<file path="src/sv/assert_macros.svh">
// Assertion macros used by the top-level RTL file of the two-wire JTAG master.
`ifndef ASSERT_MACROS_SVH
`define ASSERT_MACROS_SVH
`ifndef NO_ASSERTIONS
// Checks a boolean expression at every clock edge outside reset.
`define ASSERT_ALWAYS(label, clk, rst_n, expr) \
  label: assert property (@(posedge clk) disable iff (!rst_n) (expr)) \
    else $error("%m: assertion failed");
// Checks that a condition holds in the cycle after a trigger.
`define ASSERT_NEXT(label, clk, rst_n, ante, cons) \
  label: assert property (@(posedge clk) disable iff (!rst_n) (ante) |=> (cons)) \
    else $error("%m: assertion failed");
`else
`define ASSERT_ALWAYS(label, clk, rst_n, expr)
`define ASSERT_NEXT(label, clk, rst_n, ante, cons)
`endif
`endif

</file>
<file path="src/sv/jtm_pkg.sv">
// Types and constants of the two-wire four-phase JTAG master.
package jtm_pkg;

  localparam int DATA_BITS_DEF = 32;
  localparam int CMD_BITS_DEF  = 5;
  localparam int MODE_BITS_DEF = 6;

  // Bit index and segment length widths cover the whole parameter range (up to 64).
  localparam int BIT_IDX_W = 6;
  localparam int LEN_W     = BIT_IDX_W + 1;
  localparam int WORD_W    = 32;
  localparam int HPT_W     = 8;

  // TMS patterns, bit 0 is sent first.
  localparam logic [3:0] HDR_CMD_TMS  = 4'b0011;
  localparam logic [3:0] HDR_DATA_TMS = 4'b0001;
  localparam logic [1:0] FOOTER_TMS   = 2'b01;
  localparam int HDR_CMD_LEN  = 4;
  localparam int HDR_DATA_LEN = 3;
  localparam int FOOTER_LEN   = 2;

  typedef enum logic [2:0] {
    OP_NONE = 3'd0,
    OP_MODE = 3'd1,
    OP_CMD  = 3'd2,
    OP_DATA = 3'd3,
    OP_FAST = 3'd4
  } jtm_op_e;

  typedef enum logic [1:0] {
    SEG_HEADER = 2'd0,
    SEG_PRACC  = 2'd1,
    SEG_BODY   = 2'd2,
    SEG_FOOTER = 2'd3
  } jtm_seg_e;

  typedef struct packed {
    logic [2:0]        command;
    logic [WORD_W-1:0] payload;
    logic              pgd_in;
  } jtm_in_t;

  typedef struct packed {
    logic              pgc;
    logic              pgd_out;
    logic              pgd_drive;
    logic              busy_res;
    logic              done_res;
    logic [WORD_W-1:0] read_data;
    logic              rejected;
  } jtm_out_t;

  typedef struct packed {
    jtm_op_e              op;
    jtm_seg_e             seg;
    logic [BIT_IDX_W-1:0] bit_index;
    logic [1:0]           phase;
    logic                 clock_high;
    logic [HPT_W-1:0]     tick_count;
    logic [WORD_W-1:0]    tdi_shift;
    logic [WORD_W-1:0]    tdo_shift;
    logic                 prefix_bit;
    logic [WORD_W-1:0]    result_word;
  } jtm_state_t;

  localparam jtm_state_t STATE_RESET = '{
    op:          OP_NONE,
    seg:         SEG_HEADER,
    bit_index:   '0,
    phase:       '0,
    clock_high:  1'b0,
    tick_count:  '0,
    tdi_shift:   '0,
    tdo_shift:   '0,
    prefix_bit:  1'b0,
    result_word: '0
  };

endpackage

</file>
<file path="src/sv/jtm_core.sv">
// Next-state and line-level logic for one transaction of the JTAG master.
module jtm_core #(
  parameter int DATA_BITS = jtm_pkg::DATA_BITS_DEF,
  parameter int CMD_BITS  = jtm_pkg::CMD_BITS_DEF,
  parameter int MODE_BITS = jtm_pkg::MODE_BITS_DEF
) (
  input  jtm_pkg::jtm_state_t               state_i,
  input  jtm_pkg::jtm_in_t                  item_i,
  input  logic [jtm_pkg::HPT_W-1:0]         half_phase_ticks_i,
  output jtm_pkg::jtm_state_t               state_o,
  output jtm_pkg::jtm_out_t                 result_o
);
  import jtm_pkg::*;

  // Number of bits in a segment of a frame, zero when the frame skips it.
  function automatic logic [LEN_W-1:0] seg_len(jtm_op_e op, logic [2:0] seg);
    logic [LEN_W-1:0] len;
    len = '0;
    case (seg)
      3'd0: begin
        if (op == OP_CMD) len = LEN_W'(HDR_CMD_LEN);
        else if (op == OP_DATA || op == OP_FAST) len = LEN_W'(HDR_DATA_LEN);
      end
      3'd1: begin
        if (op == OP_FAST) len = LEN_W'(1);
      end
      3'd2: begin
        if (op == OP_MODE) len = LEN_W'(MODE_BITS);
        else if (op == OP_CMD) len = LEN_W'(CMD_BITS);
        else len = LEN_W'(DATA_BITS);
      end
      3'd3: begin
        if (op != OP_MODE && op != OP_NONE) len = LEN_W'(FOOTER_LEN);
      end
      default: len = '0;
    endcase
    return len;
  endfunction

  // First non-empty segment at or after a given one; four means the frame is over.
  function automatic logic [2:0] next_seg(jtm_op_e op, logic [2:0] from);
    logic [2:0] found;
    logic       hit;
    found = 3'd4;
    hit   = 1'b0;
    for (int s = 0; s < 4; s++) begin
      if (!hit && 3'(s) >= from && seg_len(op, 3'(s)) != '0) begin
        found = 3'(s);
        hit   = 1'b1;
      end
    end
    return found;
  endfunction

  jtm_state_t       st;
  logic             done;
  logic             rej;
  logic [HPT_W-1:0] hpt;
  logic [HPT_W:0]   tc_inc;
  logic [LEN_W-1:0] idx_inc;
  logic [2:0]       nseg;
  logic             busy;
  logic             in32;
  logic             body_bit;
  logic             tms;
  logic             tdi;

  assign hpt = (half_phase_ticks_i == '0) ? HPT_W'(1) : half_phase_ticks_i;

  always_comb begin
    st      = state_i;
    done    = 1'b0;
    rej     = 1'b0;
    tc_inc  = {1'b0, state_i.tick_count} + (HPT_W+1)'(1);
    idx_inc = {1'b0, state_i.bit_index} + LEN_W'(1);
    nseg    = {1'b0, state_i.seg};
    if (item_i.command != OP_NONE) begin
      if (state_i.op != OP_NONE) begin
        rej = 1'b1;
      end else if (item_i.command inside {[OP_MODE:OP_FAST]}) begin
        st.op         = jtm_op_e'(item_i.command);
        st.tdi_shift  = item_i.payload;
        st.tdo_shift  = '0;
        st.prefix_bit = 1'b0;
        st.seg        = jtm_seg_e'(next_seg(jtm_op_e'(item_i.command), 3'd0));
        st.bit_index  = '0;
        st.phase      = '0;
        st.clock_high = 1'b1;
        st.tick_count = '0;
      end
    end else if (state_i.op != OP_NONE) begin
      if (tc_inc >= {1'b0, hpt}) begin
        st.tick_count = '0;
        if (state_i.clock_high) begin
          st.clock_high = 1'b0;
        end else begin
          // TDO is sampled at the end of the low half of phase three.
          if (state_i.phase == 2'd2) begin
            if ((state_i.seg == SEG_HEADER && state_i.op == OP_DATA &&
                 state_i.bit_index == BIT_IDX_W'(HDR_DATA_LEN - 1)) ||
                state_i.seg == SEG_PRACC) begin
              st.prefix_bit = item_i.pgd_in;
            end else if (state_i.seg == SEG_BODY &&
                         (state_i.op == OP_DATA || state_i.op == OP_FAST)) begin
              for (int i = 0; i < WORD_W; i++) begin
                if (state_i.bit_index == BIT_IDX_W'(i)) begin
                  st.tdo_shift[i] = state_i.tdo_shift[i] | item_i.pgd_in;
                end
              end
            end
          end
          if (state_i.phase != 2'd3) begin
            st.phase = state_i.phase + 2'd1;
          end else begin
            st.phase = '0;
            if (idx_inc >= seg_len(state_i.op, {1'b0, state_i.seg})) begin
              st.bit_index = '0;
              nseg = next_seg(state_i.op, {1'b0, state_i.seg} + 3'd1);
            end else begin
              st.bit_index = idx_inc[BIT_IDX_W-1:0];
            end
          end
          if (nseg[2]) begin
            if (state_i.op == OP_DATA || state_i.op == OP_FAST) begin
              st.result_word = {st.tdo_shift[WORD_W-2:0], st.prefix_bit};
            end
            st.op        = OP_NONE;
            st.seg       = SEG_HEADER;
            st.bit_index = '0;
            st.phase     = '0;
            done         = 1'b1;
          end else begin
            st.seg        = jtm_seg_e'(nseg[1:0]);
            st.clock_high = 1'b1;
          end
        end
      end else begin
        st.tick_count = tc_inc[HPT_W-1:0];
      end
    end
  end

  // Line levels follow the state after this transaction.
  always_comb begin
    busy     = st.op != OP_NONE;
    in32     = st.bit_index < BIT_IDX_W'(WORD_W);
    body_bit = st.tdi_shift[st.bit_index[$clog2(WORD_W)-1:0]] & in32;
    tms      = 1'b0;
    case (st.seg)
      SEG_HEADER: begin
        if (st.bit_index < BIT_IDX_W'(4)) begin
          tms = (st.op == OP_CMD) ? HDR_CMD_TMS[st.bit_index[1:0]]
                                  : HDR_DATA_TMS[st.bit_index[1:0]];
        end
      end
      SEG_BODY: begin
        if (st.op == OP_MODE) tms = body_bit;
        else tms = ({1'b0, st.bit_index} + LEN_W'(1)) == seg_len(st.op, 3'd2);
      end
      SEG_FOOTER: begin
        if (st.bit_index < BIT_IDX_W'(FOOTER_LEN)) tms = FOOTER_TMS[st.bit_index[0]];
      end
      default: tms = 1'b0;
    endcase
    tdi = (st.seg == SEG_BODY && st.op != OP_MODE) ? body_bit : 1'b0;

    result_o.pgc = busy & st.clock_high;
    if (!busy) begin
      result_o.pgd_out   = 1'b0;
      result_o.pgd_drive = 1'b1;
    end else if (st.phase < 2'd2) begin
      result_o.pgd_out   = (st.phase == 2'd0) ? tdi : tms;
      result_o.pgd_drive = 1'b1;
    end else begin
      result_o.pgd_out   = 1'b0;
      result_o.pgd_drive = 1'b0;
    end
    result_o.busy_res  = busy;
    result_o.done_res  = done;
    result_o.read_data = st.result_word;
    result_o.rejected  = rej;
  end

  assign state_o = st;

endmodule

</file>
<file path="src/sv/two_wire_four_phase_jtag_master.sv">
// Top level of the two-wire four-phase JTAG master with its handshake registers.
//
//   Channel   Direction  Handshake              Payload
//   in        input      in_valid_i/in_ready_o  jtm_in_t: command, payload, pgd_in
//   out       output     out_valid_o/out_ready_i jtm_out_t: line levels and status
//   cfg       input      cfg_valid_i/cfg_ready_o half_phase_ticks (8 bits)
//
// Every transaction, a tick or a command, goes through combinational logic: the
// frame state register feeds the step logic, and the result lands in the output
// register at the same edge. A new transaction is taken every cycle as long as
// the output register is empty or is being emptied in that cycle.
// Reset (rst_ni low) clears the frame state, empties the output register and
// sets half_phase_ticks to one. The configuration channel is always ready.
module two_wire_four_phase_jtag_master #(
  parameter int DATA_BITS = jtm_pkg::DATA_BITS_DEF,
  parameter int CMD_BITS  = jtm_pkg::CMD_BITS_DEF,
  parameter int MODE_BITS = jtm_pkg::MODE_BITS_DEF
) (
  input  logic                      clk_i,
  input  logic                      rst_ni,
  input  logic                      in_valid_i,
  output logic                      in_ready_o,
  input  jtm_pkg::jtm_in_t          in_data_i,
  output logic                      out_valid_o,
  input  logic                      out_ready_i,
  output jtm_pkg::jtm_out_t         out_data_o,
  input  logic                      cfg_valid_i,
  output logic                      cfg_ready_o,
  input  logic [jtm_pkg::HPT_W-1:0] cfg_data_i
);
  import jtm_pkg::*;
  `include "assert_macros.svh"

  jtm_state_t       state_q;
  jtm_state_t       state_d;
  jtm_out_t         result_d;
  jtm_out_t         out_data_q;
  logic             out_valid_q;
  logic [HPT_W-1:0] hpt_q;
  logic             in_fire;

  // The output register acts as the skid stage: a waiting result only blocks
  // the input side when the consumer is not taking it in this cycle.
  assign in_ready_o  = !out_valid_q || out_ready_i;
  assign in_fire     = in_valid_i && in_ready_o;
  assign cfg_ready_o = 1'b1;
  assign out_valid_o = out_valid_q;
  assign out_data_o  = out_data_q;

  jtm_core #(
    .DATA_BITS (DATA_BITS),
    .CMD_BITS  (CMD_BITS),
    .MODE_BITS (MODE_BITS)
  ) u_core (
    .state_i            (state_q),
    .item_i             (in_data_i),
    .half_phase_ticks_i (hpt_q),
    .state_o            (state_d),
    .result_o           (result_d)
  );

  // Frame state only moves when a transaction is accepted.
  always_ff @(posedge clk_i or negedge rst_ni) begin
    if (!rst_ni) begin
      state_q <= STATE_RESET;
    end else if (in_fire) begin
      state_q <= state_d;
    end
  end

  always_ff @(posedge clk_i or negedge rst_ni) begin
    if (!rst_ni) begin
      out_valid_q <= 1'b0;
    end else if (in_fire) begin
      out_valid_q <= 1'b1;
    end else if (out_ready_i) begin
      out_valid_q <= 1'b0;
    end
  end

  // Result payload needs no reset; it is qualified by out_valid_q.
  always_ff @(posedge clk_i) begin
    if (in_fire) begin
      out_data_q <= result_d;
    end
  end

  always_ff @(posedge clk_i or negedge rst_ni) begin
    if (!rst_ni) begin
      hpt_q <= HPT_W'(1);
    end else if (cfg_valid_i && cfg_ready_o) begin
      hpt_q <= cfg_data_i;
    end
  end

  // An idle master holds a clean frame position with the clock low.
  `ASSERT_ALWAYS(a_idle_clean, clk_i, rst_ni,
                 state_q.op != OP_NONE || (state_q.seg == SEG_HEADER &&
                 state_q.phase == 2'd0 && state_q.bit_index == '0 && !state_q.clock_high))
  // A completed transfer never reports busy and never leaves the clock high.
  `ASSERT_ALWAYS(a_done_not_busy, clk_i, rst_ni,
                 !(out_valid_q && out_data_q.done_res) ||
                 (!out_data_q.busy_res && !out_data_q.pgc))
  // A command that arrives during a transfer leaves the frame state untouched.
  `ASSERT_NEXT(a_reject_stable, clk_i, rst_ni,
               in_fire && state_q.op != OP_NONE && in_data_i.command != OP_NONE,
               $stable(state_q) && out_data_q.rejected)

endmodule

</file>
<file path="config.mk">
export PLATFORM = sky130hd
export DESIGN_NAME = two_wire_four_phase_jtag_master
export DESIGN_NICKNAME = d
export VERILOG_FILES = /design/src/sv/jtm_pkg.sv /design/src/sv/jtm_core.sv /design/src/sv/two_wire_four_phase_jtag_master.sv
export VERILOG_INCLUDE_DIRS = /design/src /design/src/sv
export SDC_FILE = /design/constraint.sdc
export NUM_CORES = 1
export LEC_CHECK = 0
export BUFFER_PORTS_ARGS = -buffer_cell sky130_fd_sc_hd__buf_4
export CORE_ASPECT_RATIO = 1.2
export CORE_MARGIN = 2
export CORE_UTILIZATION = 59
export CTS_CLUSTER_DIAMETER = 80
export DETAILED_ROUTE_END_ITERATION = 8
export HOLD_SLACK_MARGIN = 0.15
export PLACE_DENSITY = 0.83
export RECOVER_POWER = 50
export SYNTH_ARGS = -nofsm -noshare
export SYNTH_HDL_FRONTEND = slang
export SYNTH_SLANG_ARGS = --single-unit
</file>
<file path="constraint.sdc">
create_clock -name clk_i -period 5.45 [get_ports clk_i]
set_input_delay 0.2725 -clock clk_i [delete_from_list [all_inputs] [get_ports clk_i]]
set_output_delay 0.2725 -clock clk_i [all_outputs]
set_load 0.01 [all_outputs]
</file>
==> impl_summary.md, run 1 <==
Hold path
The hold-critical path endpoint is state_q[117]. The min-delay analysis places its worst path in the category input pin to flop. In this run the most critical hold path is launched from in_data_i[34]. The number of stages on the worst hold path is 2.

Worst setup path
The setup check on the worst reg-to-reg path leaves a slack of 0.67 ns. On the worst path, the slowest cell contributes a delay of 0.45 ns. The buffer and inverter count on the worst path is 2. The reg-to-reg critical path startpoint is state_q[97]. For the worst flop-to-flop path, the logic depth is 17. On the critical path, the stage with the largest delay is an instance of clkinv_1. The cell family with the largest share of critical-path delay is compound AO/OA/AOI/OAI gates.

The critical path class is flop to flop. The peak fanout along the critical path is 22. Walking the worst path, the cells encountered are ha_1, and3_1, and3_1, xor2_1, ha_1, a21oi_1, a21boi_0, a311o_2, o21ai_4, mux2i_2, buf_4, clkinv_1, and3_1, a311oi_1, a41oi_1, o211ai_1, o211ai_1. The critical path's most frequent cell is and3_1.

The capture instance of the worst register-to-register path is out_data_o[36]. STA puts the critical path data required time at 5.62 ns. The signal arrival time at the worst endpoint is 4.95 ns. STA classifies the critical path endpoint as a flop. The kind of launch point of the worst setup path is a flop.

Route
The number of design-rule violations left by the first detailed-router iteration is 669. The met1 routed wirelength after detailed routing is 8.29 mm. The routed wire length on met2 is 10.5 mm. The highest routed metal layer is met4. Dividing the detail-routed wire length by the instance count gives 17.3 µm.

For this run, design rule violations remaining after detail routing come to 0. Wires add up to 20.5 mm. For this run, the detailed router's first-pass iteration total came to 5. Once detail routing completed, the nets flagged for antenna violations numbered 0. The detail-routed via count per cell is 6.04. For this block, the via count after detailed routing is 7,164. The routed design uses 1.07 mm of met3 wire.

STA
Across the routed clock network, the largest skew measured is 0.0123 ns. The total negative slack for setup checks is 0 ns. After layout, the worst path uses 87.7% of the clock period. The routed design could run at a clock period as short as 4.78 ns. Setup violations remaining at the end of the flow were counted as 0. The max-slew violation count was 69. Setup repair after global routing left no endpoint under its margin. Hold is met by 0.173 ns. The remaining max-slew budget at the tightest pin is -150%. The transition time of the tightest slew-check pin is 3.75 ns. The number of hold violations in the final report is 0. Based on the critical path, the design can be clocked at up to 209 MHz.

Synth
The Yosys step of the flow raised 0 warnings. The sequential share of the synthesized area is 51.1%. A synthesized cell averages 9.54 µm². Among all flip-flop cells after synthesis, the most frequent one is dfrtp_1.

The cell count after synthesis came out at 886. Yosys attributes the largest share of cell area to dfrtp_1, edfxtp_1, nand2_1. The synthesized design spends more area on one cell type than any other, namely dfrtp_1. Yosys mapped the design onto 69 distinct sky130hd cell types. The number of nets handed over by synthesis was 956. The flop and latch count out of synthesis is 165. Yosys mapped a number of flops with a built-in enable equal to 38. The share of flip-flops with an asynchronous set or reset is 77.0%. Of the post-synthesis cell area, the dominant cell type holds 37.3%. The cell area that synthesis handed to floorplanning was 0.00846 mm².

Clocking
The CTS buffer count is 17. The number of levels the H-tree was split into is 4. At the later pin of the worst-skew pair, clock insertion delay measures 0.43 ns.

In this run the clock root is driven by a clkbuf_16. Post-CTS repair changed the size of 0 cells. The number of clock sinks seen by CTS is 165.

The CTS tree is built. After clock tree synthesis, the flow added hold-fix buffers numbering 56. The count of buffers added by post-CTS timing repair for setup is 0.

The maximum clock path buffer count is 2. The clock edge transition at the registers on the reported setup and hold paths is 0.06 ns.

Place
The total placed cells including tap cells is 1,098. The final weighted congestion in routability-driven placement is 0.900. The number of I/O port buffers is 88. Once detailed placement completed, the half-perimeter wirelength came to 12.6 mm.

Floorplanning
The die is 113 µm wide. The number of rows created at floorplan is 47. The die covers 0.0153 mm². Measured along the y axis, the die boundary spans 135 µm. The starting density of the core is 60.9%.

90 I/O pins were placed. The area of the core is 0.0139 mm².

Global route
The total overflow left after global routing is 0. Entering global routing, the biggest net connects 69 pins. The initial antenna violation count is 0. The first global-routing pass estimated 34.0 mm of wire. For this run, the total global-route usage over all layers was measured as 27.8%. The via count of the first global-routing pass is 7,107.

Final layout
The relative area change from synthesis to final layout is 19.9%. Of the cells placed in the final design, the portion with a size suffix greater than 1 is 14.2%. The final core area utilization is 73.0%. The number of nets in the layout is 1,072. 0 antenna diodes ended up in the layout. Excluding fillers, the count of instances in the completed layout stands at 1,186.

Power and ir drop
The maximum vdd drop is 272 µV. The power density of the placed cells is 346 mW/mm². The total leakage power is 4.38 nW.

Status
The checks that failed: capacitance limit, slew limit. The run finished, with violations left.

Job
The total of max-cap violations is 1.
==> cell usage in the layout (no fill, tap or decap), types with 3 or more instances in the layout <==
cell type	Yosys	final
nand2_1	186	186
dfrtp_1	126	126
o21ai_0	71	71
nor2_1	66	65
a31oi_1	58	58
dlygate4sd3_1	0	56
buf_4	2	51
clkbuf_1	44	45
mux2_2	39	39
edfxtp_1	38	38
a21oi_1	36	36
ha_1	21	21
inv_1	18	19
nand3_1	17	17
clkbuf_16	0	17
and3_1	12	12
clkbuf_4	0	10
nand2b_1	10	9
nor3_1	8	8
mux2i_1	9	8
or3_1	7	7
xor2_1	6	6
xnor2_1	6	6
nand3b_1	5	5
o31ai_1	5	5
a32oi_1	5	5
o21a_1	4	4
nor2b_1	4	4
nor4b_1	4	4
a22o_1	4	4
nor4_1	3	3
a311oi_1	3	3
a21boi_0	3	3
o22ai_1	3	3
a211oi_1	3	3
inv_6	0	3
inv_4	0	3
clkinv_2	0	3
==> cells by family after synthesis <==
logic type | Yosys count | synth area share [%]
XOR/XNOR | 12 | 1.24
flip-flops | 165 | 51.1
other | 1 | 0.0443
AO/OA/AOI/OAI | 223 | 17.0
AND/OR/NAND/NOR | 333 | 17.2
adder cells (fa/ha/maj) | 22 | 3.24
multiplexers | 48 | 6.26
buffers and inverters | 82 | 3.94
==> Yosys cell counts, types with 8 or more instances <==
cell and count:
a21oi_1 36, a31oi_1 58, and3_1 12, buf_2 8, clkbuf_1 44, dfrtp_1 126
edfxtp_1 38, ha_1 21, inv_1 18, mux2_2 39, mux2i_1 9, nand2_1 186
nand2b_1 10, nand3_1 17, nor2_1 66, nor3_1 8, o21ai_0 71
==> metrics by stage <==
stage | power (mW) | cell area [µm²] | setup WS, ns
6_report | 3.51 | 10100 | 0.672
5_1_grt | 3.67 | 10100 | 0.266
4_1_cts | 3.50 | 10300 | 0.699
3_5_place_dp | 2.36 | 9200 | 0.771
3_3_place_gp | 2.34 | 9200 | 0.841
2_1_floorplan | 2.13 | 8460 | 0.969
==> final cells by class <==
cell class	instances	area, µm²
fillers	987	3740
inverters	20	75.1
flip-flops and latches	165	4320
multi-input cells	639	3820
well taps	171	214
repair buffers	159	1180
clock buffers	22	464
clock inverters	10	68.8
==> report_power, final <==
group / total [mW] / internal (mW) / switching (mW) / leakage [nW]
sequential: 1.59 / 1.44 / 0.156 / 2.04
clock: 1.11 / 0.610 / 0.497 / 0.270
combinational: 0.807 / 0.378 / 0.429 / 2.07
total: 3.51 / 2.43 / 1.08 / 4.38
==> state kept, by name (all words and copies together) (netlist names) <==
name and flops:
state_q 118, out_data_o 38, out_valid_o 1, hpt_q 8
==> layer usage <==
layer | global-route usage [%] | vias to the layer above
met1 | 34.5 | 3448
li1 | - | 3379
met2 | 47.4 | 281
met3 | 5.32 | 56
met5 | 0 | -
met4 | 12.4 | 0
==> worst max-delay path by stage <==
stage	from	to	slack, ns	cells after the start
6_report	state_q[97]	out_data_o[36]	0.67	17
3_3_place_gp	state_q[97]	out_data_o[36]	0.84	14
5_1_grt	state_q[108]	out_data_o[36]	0.27	15
4_1_cts	state_q[97]	out_data_o[36]	0.70	17
2_1_floorplan	state_q[97]	out_data_o[36]	0.97	20
3_5_place_dp	state_q[97]	out_data_o[36]	0.77	17
Power figures use the tool's default switching activity.
==> run 2, diff against run 1 <==
- MAX_ROUTING_LAYER: not set -> met4
==> impl_summary.md, run 2 (synthesized netlist as in run 1, its figures left out) <==
Worst setup path
The critical path capture point is out_data_o[36]. The critical path class is flop to flop. The worst-case reg-to-reg path depth is 17 (unchanged).

Traced cell by cell, the critical path runs through ha_1, and3_1, and3_1, xor2_1, ha_1, a21oi_1, a21boi_0, a311o_2, o21ai_4, mux2i_2, buf_4, clkinv_1, and3_1, a311oi_1, a41oi_1, o211ai_1, o211ai_1. The worst setup path startpoint is state_q[97]. The largest incremental delay on the critical path is 0.45 ns (about the same).

The category of the worst setup path capture point is a flop. The required arrival time at the worst endpoint is 5.62 ns (about the same). The worst setup path is launched from a flop.

The reg-to-reg critical path startpoint is state_q[97]. Among the stages of the critical path, the cell type that occurs most often is and3_1. In this run the critical register-to-register path is captured at out_data_o[36]. The slowest library cell on the worst path is clkinv_1. The signal arrival time at the worst endpoint is 4.97 ns (+0.02 ns). The peak fanout along the critical path came to 22 (unchanged).

The setup slack of the worst register-to-register path is 0.65 ns (-0.02 ns).

Hold path
The min-delay analysis places its worst path in the category input pin to flop.

STA
The remaining max-slew budget at the tightest pin was -151% (-1.5 points). The final critical path time including I/O delays and setup was 4.80 ns (+0.0202 ns). Setup repair after global routing left no endpoint under its margin. The total negative slack for setup checks is 0 ns (unchanged). The max-slew violation count came to 69 (unchanged). The number of hold violations in the final report came to 0 (unchanged). The upper clock frequency limit came to 208 MHz (-0.42%).

The worst clock skew was 0.0114 ns (-0.000845 ns). The total setup violations reported at the end of the flow is 0 (unchanged). The fraction of the cycle the final worst path needs is 88.0% (+0.37 points). The transition time of the tightest slew-check pin is 3.77 ns (+0.0231 ns).

Clocking
The maximum clock path buffer count was 2 (unchanged). The CTS tree is built. The CTS buffer count was 17 (unchanged). The clock edge transition at the registers on the reported setup and hold paths is 0.06 ns (about the same). The root cell of the clock tree is clkbuf_16. The number of levels the H-tree was split into came to 4 (unchanged).

The clock insertion delay at the later pin of the skew report is 0.43 ns (about the same). The number of clock sinks seen by CTS is 165 (unchanged).

Global route
The pin count of the biggest net entering global routing came to 69 (unchanged). The global-route congestion overflow total is 0 (unchanged). The overall global routing resource usage is 28.7% (+0.90 points). The initial antenna violation count came to 0 (unchanged). The global-route wire length before repair is 34.1 mm (+0.26%). The via count of the first global-routing pass is 7,086 (-0.30%).

Route
The number of detailed-routing iterations run before antenna repair is 6 (+1). The per-cell routed wire length was 17.3 µm (about the same). The wire length on met3 is 1.07 mm (unchanged).

The count of antenna-violating nets left after detailed routing is 0 (unchanged). The routed wire length on met2 is 10.5 mm (about the same). The highest routed metal layer is met4.

The number of design-rule violations left by the first detailed-router iteration is 623 (-6.9%). The total via count in the routed design is 7,196 (+0.45%). The detail-routed via count per cell is 6.07 (+0.45%).

The total DRC errors in the routed layout is 0 (unchanged). The met1 routed wirelength after detailed routing is 8.27 mm (-0.22%). The total wirelength of the detailed-routed design came to 20.5 mm (about the same).

Floorplanning
The vertical die dimension came to 135 µm (unchanged). The starting density of the core is 60.9% (unchanged). The I/O pin count is 90 (unchanged). The area of the core is 0.0139 mm² (unchanged). The die boundary width came to 113 µm (unchanged). The number of rows created at floorplan was 47 (unchanged). The overall die area came to 0.0153 mm² (unchanged).

Power and ir drop
The total leakage power is 4.38 nW (unchanged). The power density of the placed cells came to 346 mW/mm² (about the same). The maximum vdd drop came to 272 µV (+0.13%).

Place
The HPWL reported at the end of detailed placement came to 12.6 mm (unchanged). The final weighted congestion in routability-driven placement was 0.915 (+1.7%). The number of I/O port buffers is 88 (unchanged).

Final layout
The share of final-layout standard cells stronger than drive strength 1 is 14.2% (unchanged). The final core area utilization is 73.0% (unchanged). The flip-flop count of the largest register after layout is 118 (unchanged). The number of nets in the layout was 1,072 (unchanged). The most frequent standard cell in the layout excluding fill and tap cells is nand2_1. The library cells used most frequently in the layout, excluding fill and tap cells, are nand2_1, dfrtp_1, o21ai_0. The relative area change from synthesis to final layout is 19.9% (unchanged). The diode insertion count for antenna repair is 0 (unchanged). Ranked by flip-flop count, first place goes to state_q.

Status
The final reports fail on capacitance limit, slew limit. The run finished, with violations left.

Job
The total of max-cap violations is 1 (unchanged).
-- run 2: cell counts in the layout (fill, tap and decap cells not counted) --
Identical to the previous run, type by type.
-- run 2: final cells by class --
class	instances	area, µm²
multi-input combinational	639	3820
inverter	20	75.1
timing repair buffer	159	1180
clock inverter	10	68.8
tap	171	214
fill	987	3740
sequential	165	4320
clock buffer	22	464
-- run 2: metrics by stage --
| step | instances | setup WS [ns] | hold slack [ns] | cell area [µm²] | power (mW) |
|---|---|---|---|---|---|
| floorplan | 886 | 0.969 | -0.0231 | 8460 | 2.13 |
| global placement | 1098 | 0.841 | 0.447 | 9200 | 2.34 |
| detailed placement | 1098 | 0.771 | 0.452 | 9200 | 2.36 |
| CTS | 1186 | 0.699 | 0.159 | 10300 | 3.50 |
| global route | 1186 | 0.263 | 0.185 | 10100 | 3.68 |
| finish | 1186 | 0.652 | 0.174 | 10100 | 3.51 |
-- run 2: repair_timing --
| item | 4_1_cts | 5_1_grt |
|---|---|---|
| hold buffers | 56 | 0 |
| buffers inserted | 0 | 0 |
| gates resized for setup | 0 | 0 |
| endpoints found under the hold margin | 107 | 0 |
-- run 2: worst min-delay path by stage --
| stage | start | endpoint | slack, ns | cells after the start |
|---|---|---|---|---|
| 4_1_cts | in_data_i[33] | state_q[116] | 0.16 | 2 |
| 3_5_place_dp | rst_ni | state_q[6] | 0.45 | 1 |
| 2_1_floorplan | rst_ni | hpt_q[1] | -0.02 | 0 |
| 5_1_grt | in_data_i[33] | state_q[116] | 0.19 | 2 |
| 3_3_place_gp | rst_ni | state_q[6] | 0.45 | 1 |
| 6_report | in_data_i[34] | state_q[117] | 0.17 | 2 |
-- run 2: power by group --
part	switching (mW)	internal [mW]	total, mW
logic	0.430	0.378	0.807
clock network	0.499	0.610	1.11
registers	0.154	1.44	1.59
total	1.08	2.43	3.51
-- run 2: critical path: cells and delay by family (launching register included) --
family	cells	cell delay [ns]
adder cells (fa/ha/maj)	2	0.60
AND/OR/NAND/NOR	3	0.81
XOR/XNOR	1	0.16
flip-flops	1	0.43
buffers and inverters	2	0.74
AO/OA/AOI/OAI	8	1.56
multiplexers	1	0.24
-- run 2: per-layer routing --
metal  vias to the layer above  track usage [%]
li1                       3386                -
met1                      3456             34.8
met2                       299             47.5
met3                        55             5.06
met4                         0             12.4
met5                         -                -
==> run 3, diff against run 2 <==
- CELL_PAD_IN_SITES_DETAIL_PLACEMENT: not set -> 0
- CELL_PAD_IN_SITES_GLOBAL_PLACEMENT: not set -> 1
- CORE_UTILIZATION: 59 -> 46
==> impl_summary.md, run 3 (synthesized netlist as in run 1, its figures left out) <==
Worst setup path
In this run the critical register-to-register path is launched from state_q[97]. In this design, the critical path's most frequently occurring cell is and3_1. The cell family with the largest share of critical-path delay is compound AO/OA/AOI/OAI gates.

The largest incremental delay on the critical path is 0.43 ns (-0.02 ns). The required arrival time at the worst endpoint is 5.61 ns (about the same). The worst setup path is launched from a flop.

The largest individual stage delay along the critical path comes from the cell dfrtp_1. The peak fanout along the critical path is 22 (unchanged). The critical path class is flop to flop. The category of the worst setup path capture point is a flop.

The buffer and inverter count on the worst path is 2 (unchanged). The setup slack of the worst register-to-register path is 0.67 ns (+0.02 ns). Walking the worst path, the cells encountered are ha_1, and3_1, and3_1, xor2_1, ha_1, a21oi_1, a21boi_0, a311o_2, o21ai_4, mux2i_2, buf_4, clkinv_1, and3_1, a221oi_1, a21oi_1, o211ai_1, o211ai_1. The worst setup path startpoint is state_q[97]. The signal arrival time at the worst endpoint came to 4.94 ns (-0.03 ns).

Clocking
The root cell of the clock tree is clkbuf_16. The number of clock sinks seen by CTS came to 165 (unchanged). The CTS tree is built. The clock insertion delay at the later pin of the skew report is 0.43 ns (about the same). The maximum clock path buffer count is 2 (unchanged). The number of levels the H-tree was split into is 4 (unchanged).

The CTS buffer count came to 17 (unchanged). The count of buffers added by post-CTS timing repair for setup was 0 (unchanged). The clock edge transition at the registers on the reported setup and hold paths is 0.06 ns (about the same).

STA
The max-slew violation count was 116 (+68%). The fraction of the cycle the final worst path needs came to 87.7% (-0.31 points). The final critical path time including I/O delays and setup is 4.78 ns (-0.0167 ns). The number of hold violations in the final report is 0 (unchanged). The remaining max-slew budget at the tightest pin came to -145% (+6.6 points). The transition time of the tightest slew-check pin is 3.67 ns (-0.0996 ns). The total negative slack for setup checks is 0 ns (unchanged). The worst clock skew is 0.0119 ns (+0.000438 ns). The upper clock frequency limit came to 209 MHz (+0.35%). The total setup violations reported at the end of the flow is 0 (unchanged). Setup repair after global routing left no endpoint under its margin.

Place
The total cell area at the placement stage is 0.00930 mm² (+1.0%). The HPWL reported at the end of detailed placement was 13.1 mm (+4.5%). The number of I/O port buffers was 88 (unchanged).

The final weighted congestion in routability-driven placement is 0.884 (-3.4%).

Status
The final reports fail on capacitance limit, slew limit. The run finished, with violations left.

Job
The total of max-cap violations came to 2 (+1).

Final layout
The library cells used most frequently in the layout, excluding fill and tap cells, are nand2_1, dfrtp_1, o21ai_0. The most frequent standard cell in the layout excluding fill and tap cells is nand2_1. The final-layout fill cell count is 1,602 (+62%). The post-layout instance area is 0.0103 mm² (+1.5%). The number of nets in the layout came to 1,075 (+0.28%). Relative to the synthesized area, the layout overhead comes to 21.7%.

The diode insertion count for antenna repair is 0 (unchanged). The share of final-layout standard cells stronger than drive strength 1 was 14.3% (+0.15 points). The final core area utilization came to 56.8% (-16 points).

The flip-flop count of the largest register after layout is 118 (unchanged). Counting flops per register, the top entry is state_q.

Global route
The pin count of the biggest net entering global routing came to 67 (-2.9%). The global-route met1 utilization is 27.2% (-7.6 points). The met2 routing resource usage after global routing came to 37.1% (-10 points). The overall global routing resource usage came to 22.3% (-6.4 points). The met3 routing resource usage after global routing is 3.79% (-1.3 points).

The global-route wire length before repair is 34.0 mm (-0.16%). The global-route congestion overflow total was 0 (unchanged). The initial antenna violation count was 0 (unchanged).

The most used routing layer is met2. The via count of the first global-routing pass is 6,800 (-4.0%).

Power and ir drop
The maximum vdd drop is 213 µV (-22%). The power density of the placed cells came to 351 mW/mm² (+1.5%). The total leakage power is 4.42 nW (+0.92%).

Floorplanning
The I/O pin count is 90 (unchanged). The vertical die dimension is 153 µm (+13%). The overall die area came to 0.0195 mm² (+27%). The number of rows created at floorplan is 54 (+15%).

The area of the core came to 0.0181 mm² (+30%). The starting density of the core came to 46.7% (-14 points). The die boundary width is 128 µm (+13%).

Route
The number of design-rule violations left by the first detailed-router iteration is 545 (-13%). The per-cell routed wire length is 16.3 µm (-5.6%). The count of antenna-violating nets left after detailed routing was 0 (unchanged).

The total DRC errors in the routed layout is 0 (unchanged). The total wirelength of the detailed-routed design is 20.3 mm (-1.1%). The detail-routed via count per cell is 5.58 (-8.1%).

The total via count in the routed design came to 6,926 (-3.8%). The number of detailed-routing iterations run before antenna repair is 5 (-1).

Hold path
The class of the worst hold path is input pin to flop. The beginning of the worst hold path is in_data_i[34].
run 3: where the power goes:
part / leakage [nW] / total [mW] / internal, mW / switching [mW]
combinational: 2.09 / 0.802 / 0.380 / 0.422
sequential: 2.04 / 1.58 / 1.44 / 0.145
clock: 0.296 / 1.23 / 0.734 / 0.496
run 3: cell type report:
class | instances | area [µm²] | area share, %
clock buffers | 23 | 490 | 4.77
clock inverters | 9 | 114 | 1.11
inverters | 20 | 75.1 | 0.730
multi-input cells | 639 | 3820 | 37.1
flip-flops and latches | 165 | 4320 | 42.0
well taps | 224 | 280 | 2.72
repair buffers | 162 | 1190 | 11.6
run 3: per-stage QoR:
stage	power (mW)	std cells	setup WS, ns	hold WS, ns
after floorplan	2.13	886	0.969	-0.0231
final	3.61	1242	0.669	0.179
after detailed placement	2.38	1155	0.732	0.451
after global placement	2.36	1155	0.777	0.450
after global routing	3.81	1242	0.350	0.198
after CTS	3.65	1242	0.686	0.165
run 3: repair_timing:
item | in CTS | in global routing
resized for setup | 0 | 0
hold buffers | 55 | 0
endpoints found under the hold margin | 105 | 0
run 3: final timing paths:
kind,to,cells past startpoint
min in group asynchronous,state_q[26],2
max reg2reg,out_data_o[36],17
max,out_data_o[36],17
min reg2reg,state_q[15],2
max in group asynchronous,state_q[83],3
min,state_q[117],2
run 3: per-layer routing:
layer | wire, µm | up-vias
li1 | - | 3389
met1 | 8660 | 3335
met2 | 10500 | 164
met3 | 619 | 38
met4 | 555 | 0
met5 | 0 | -
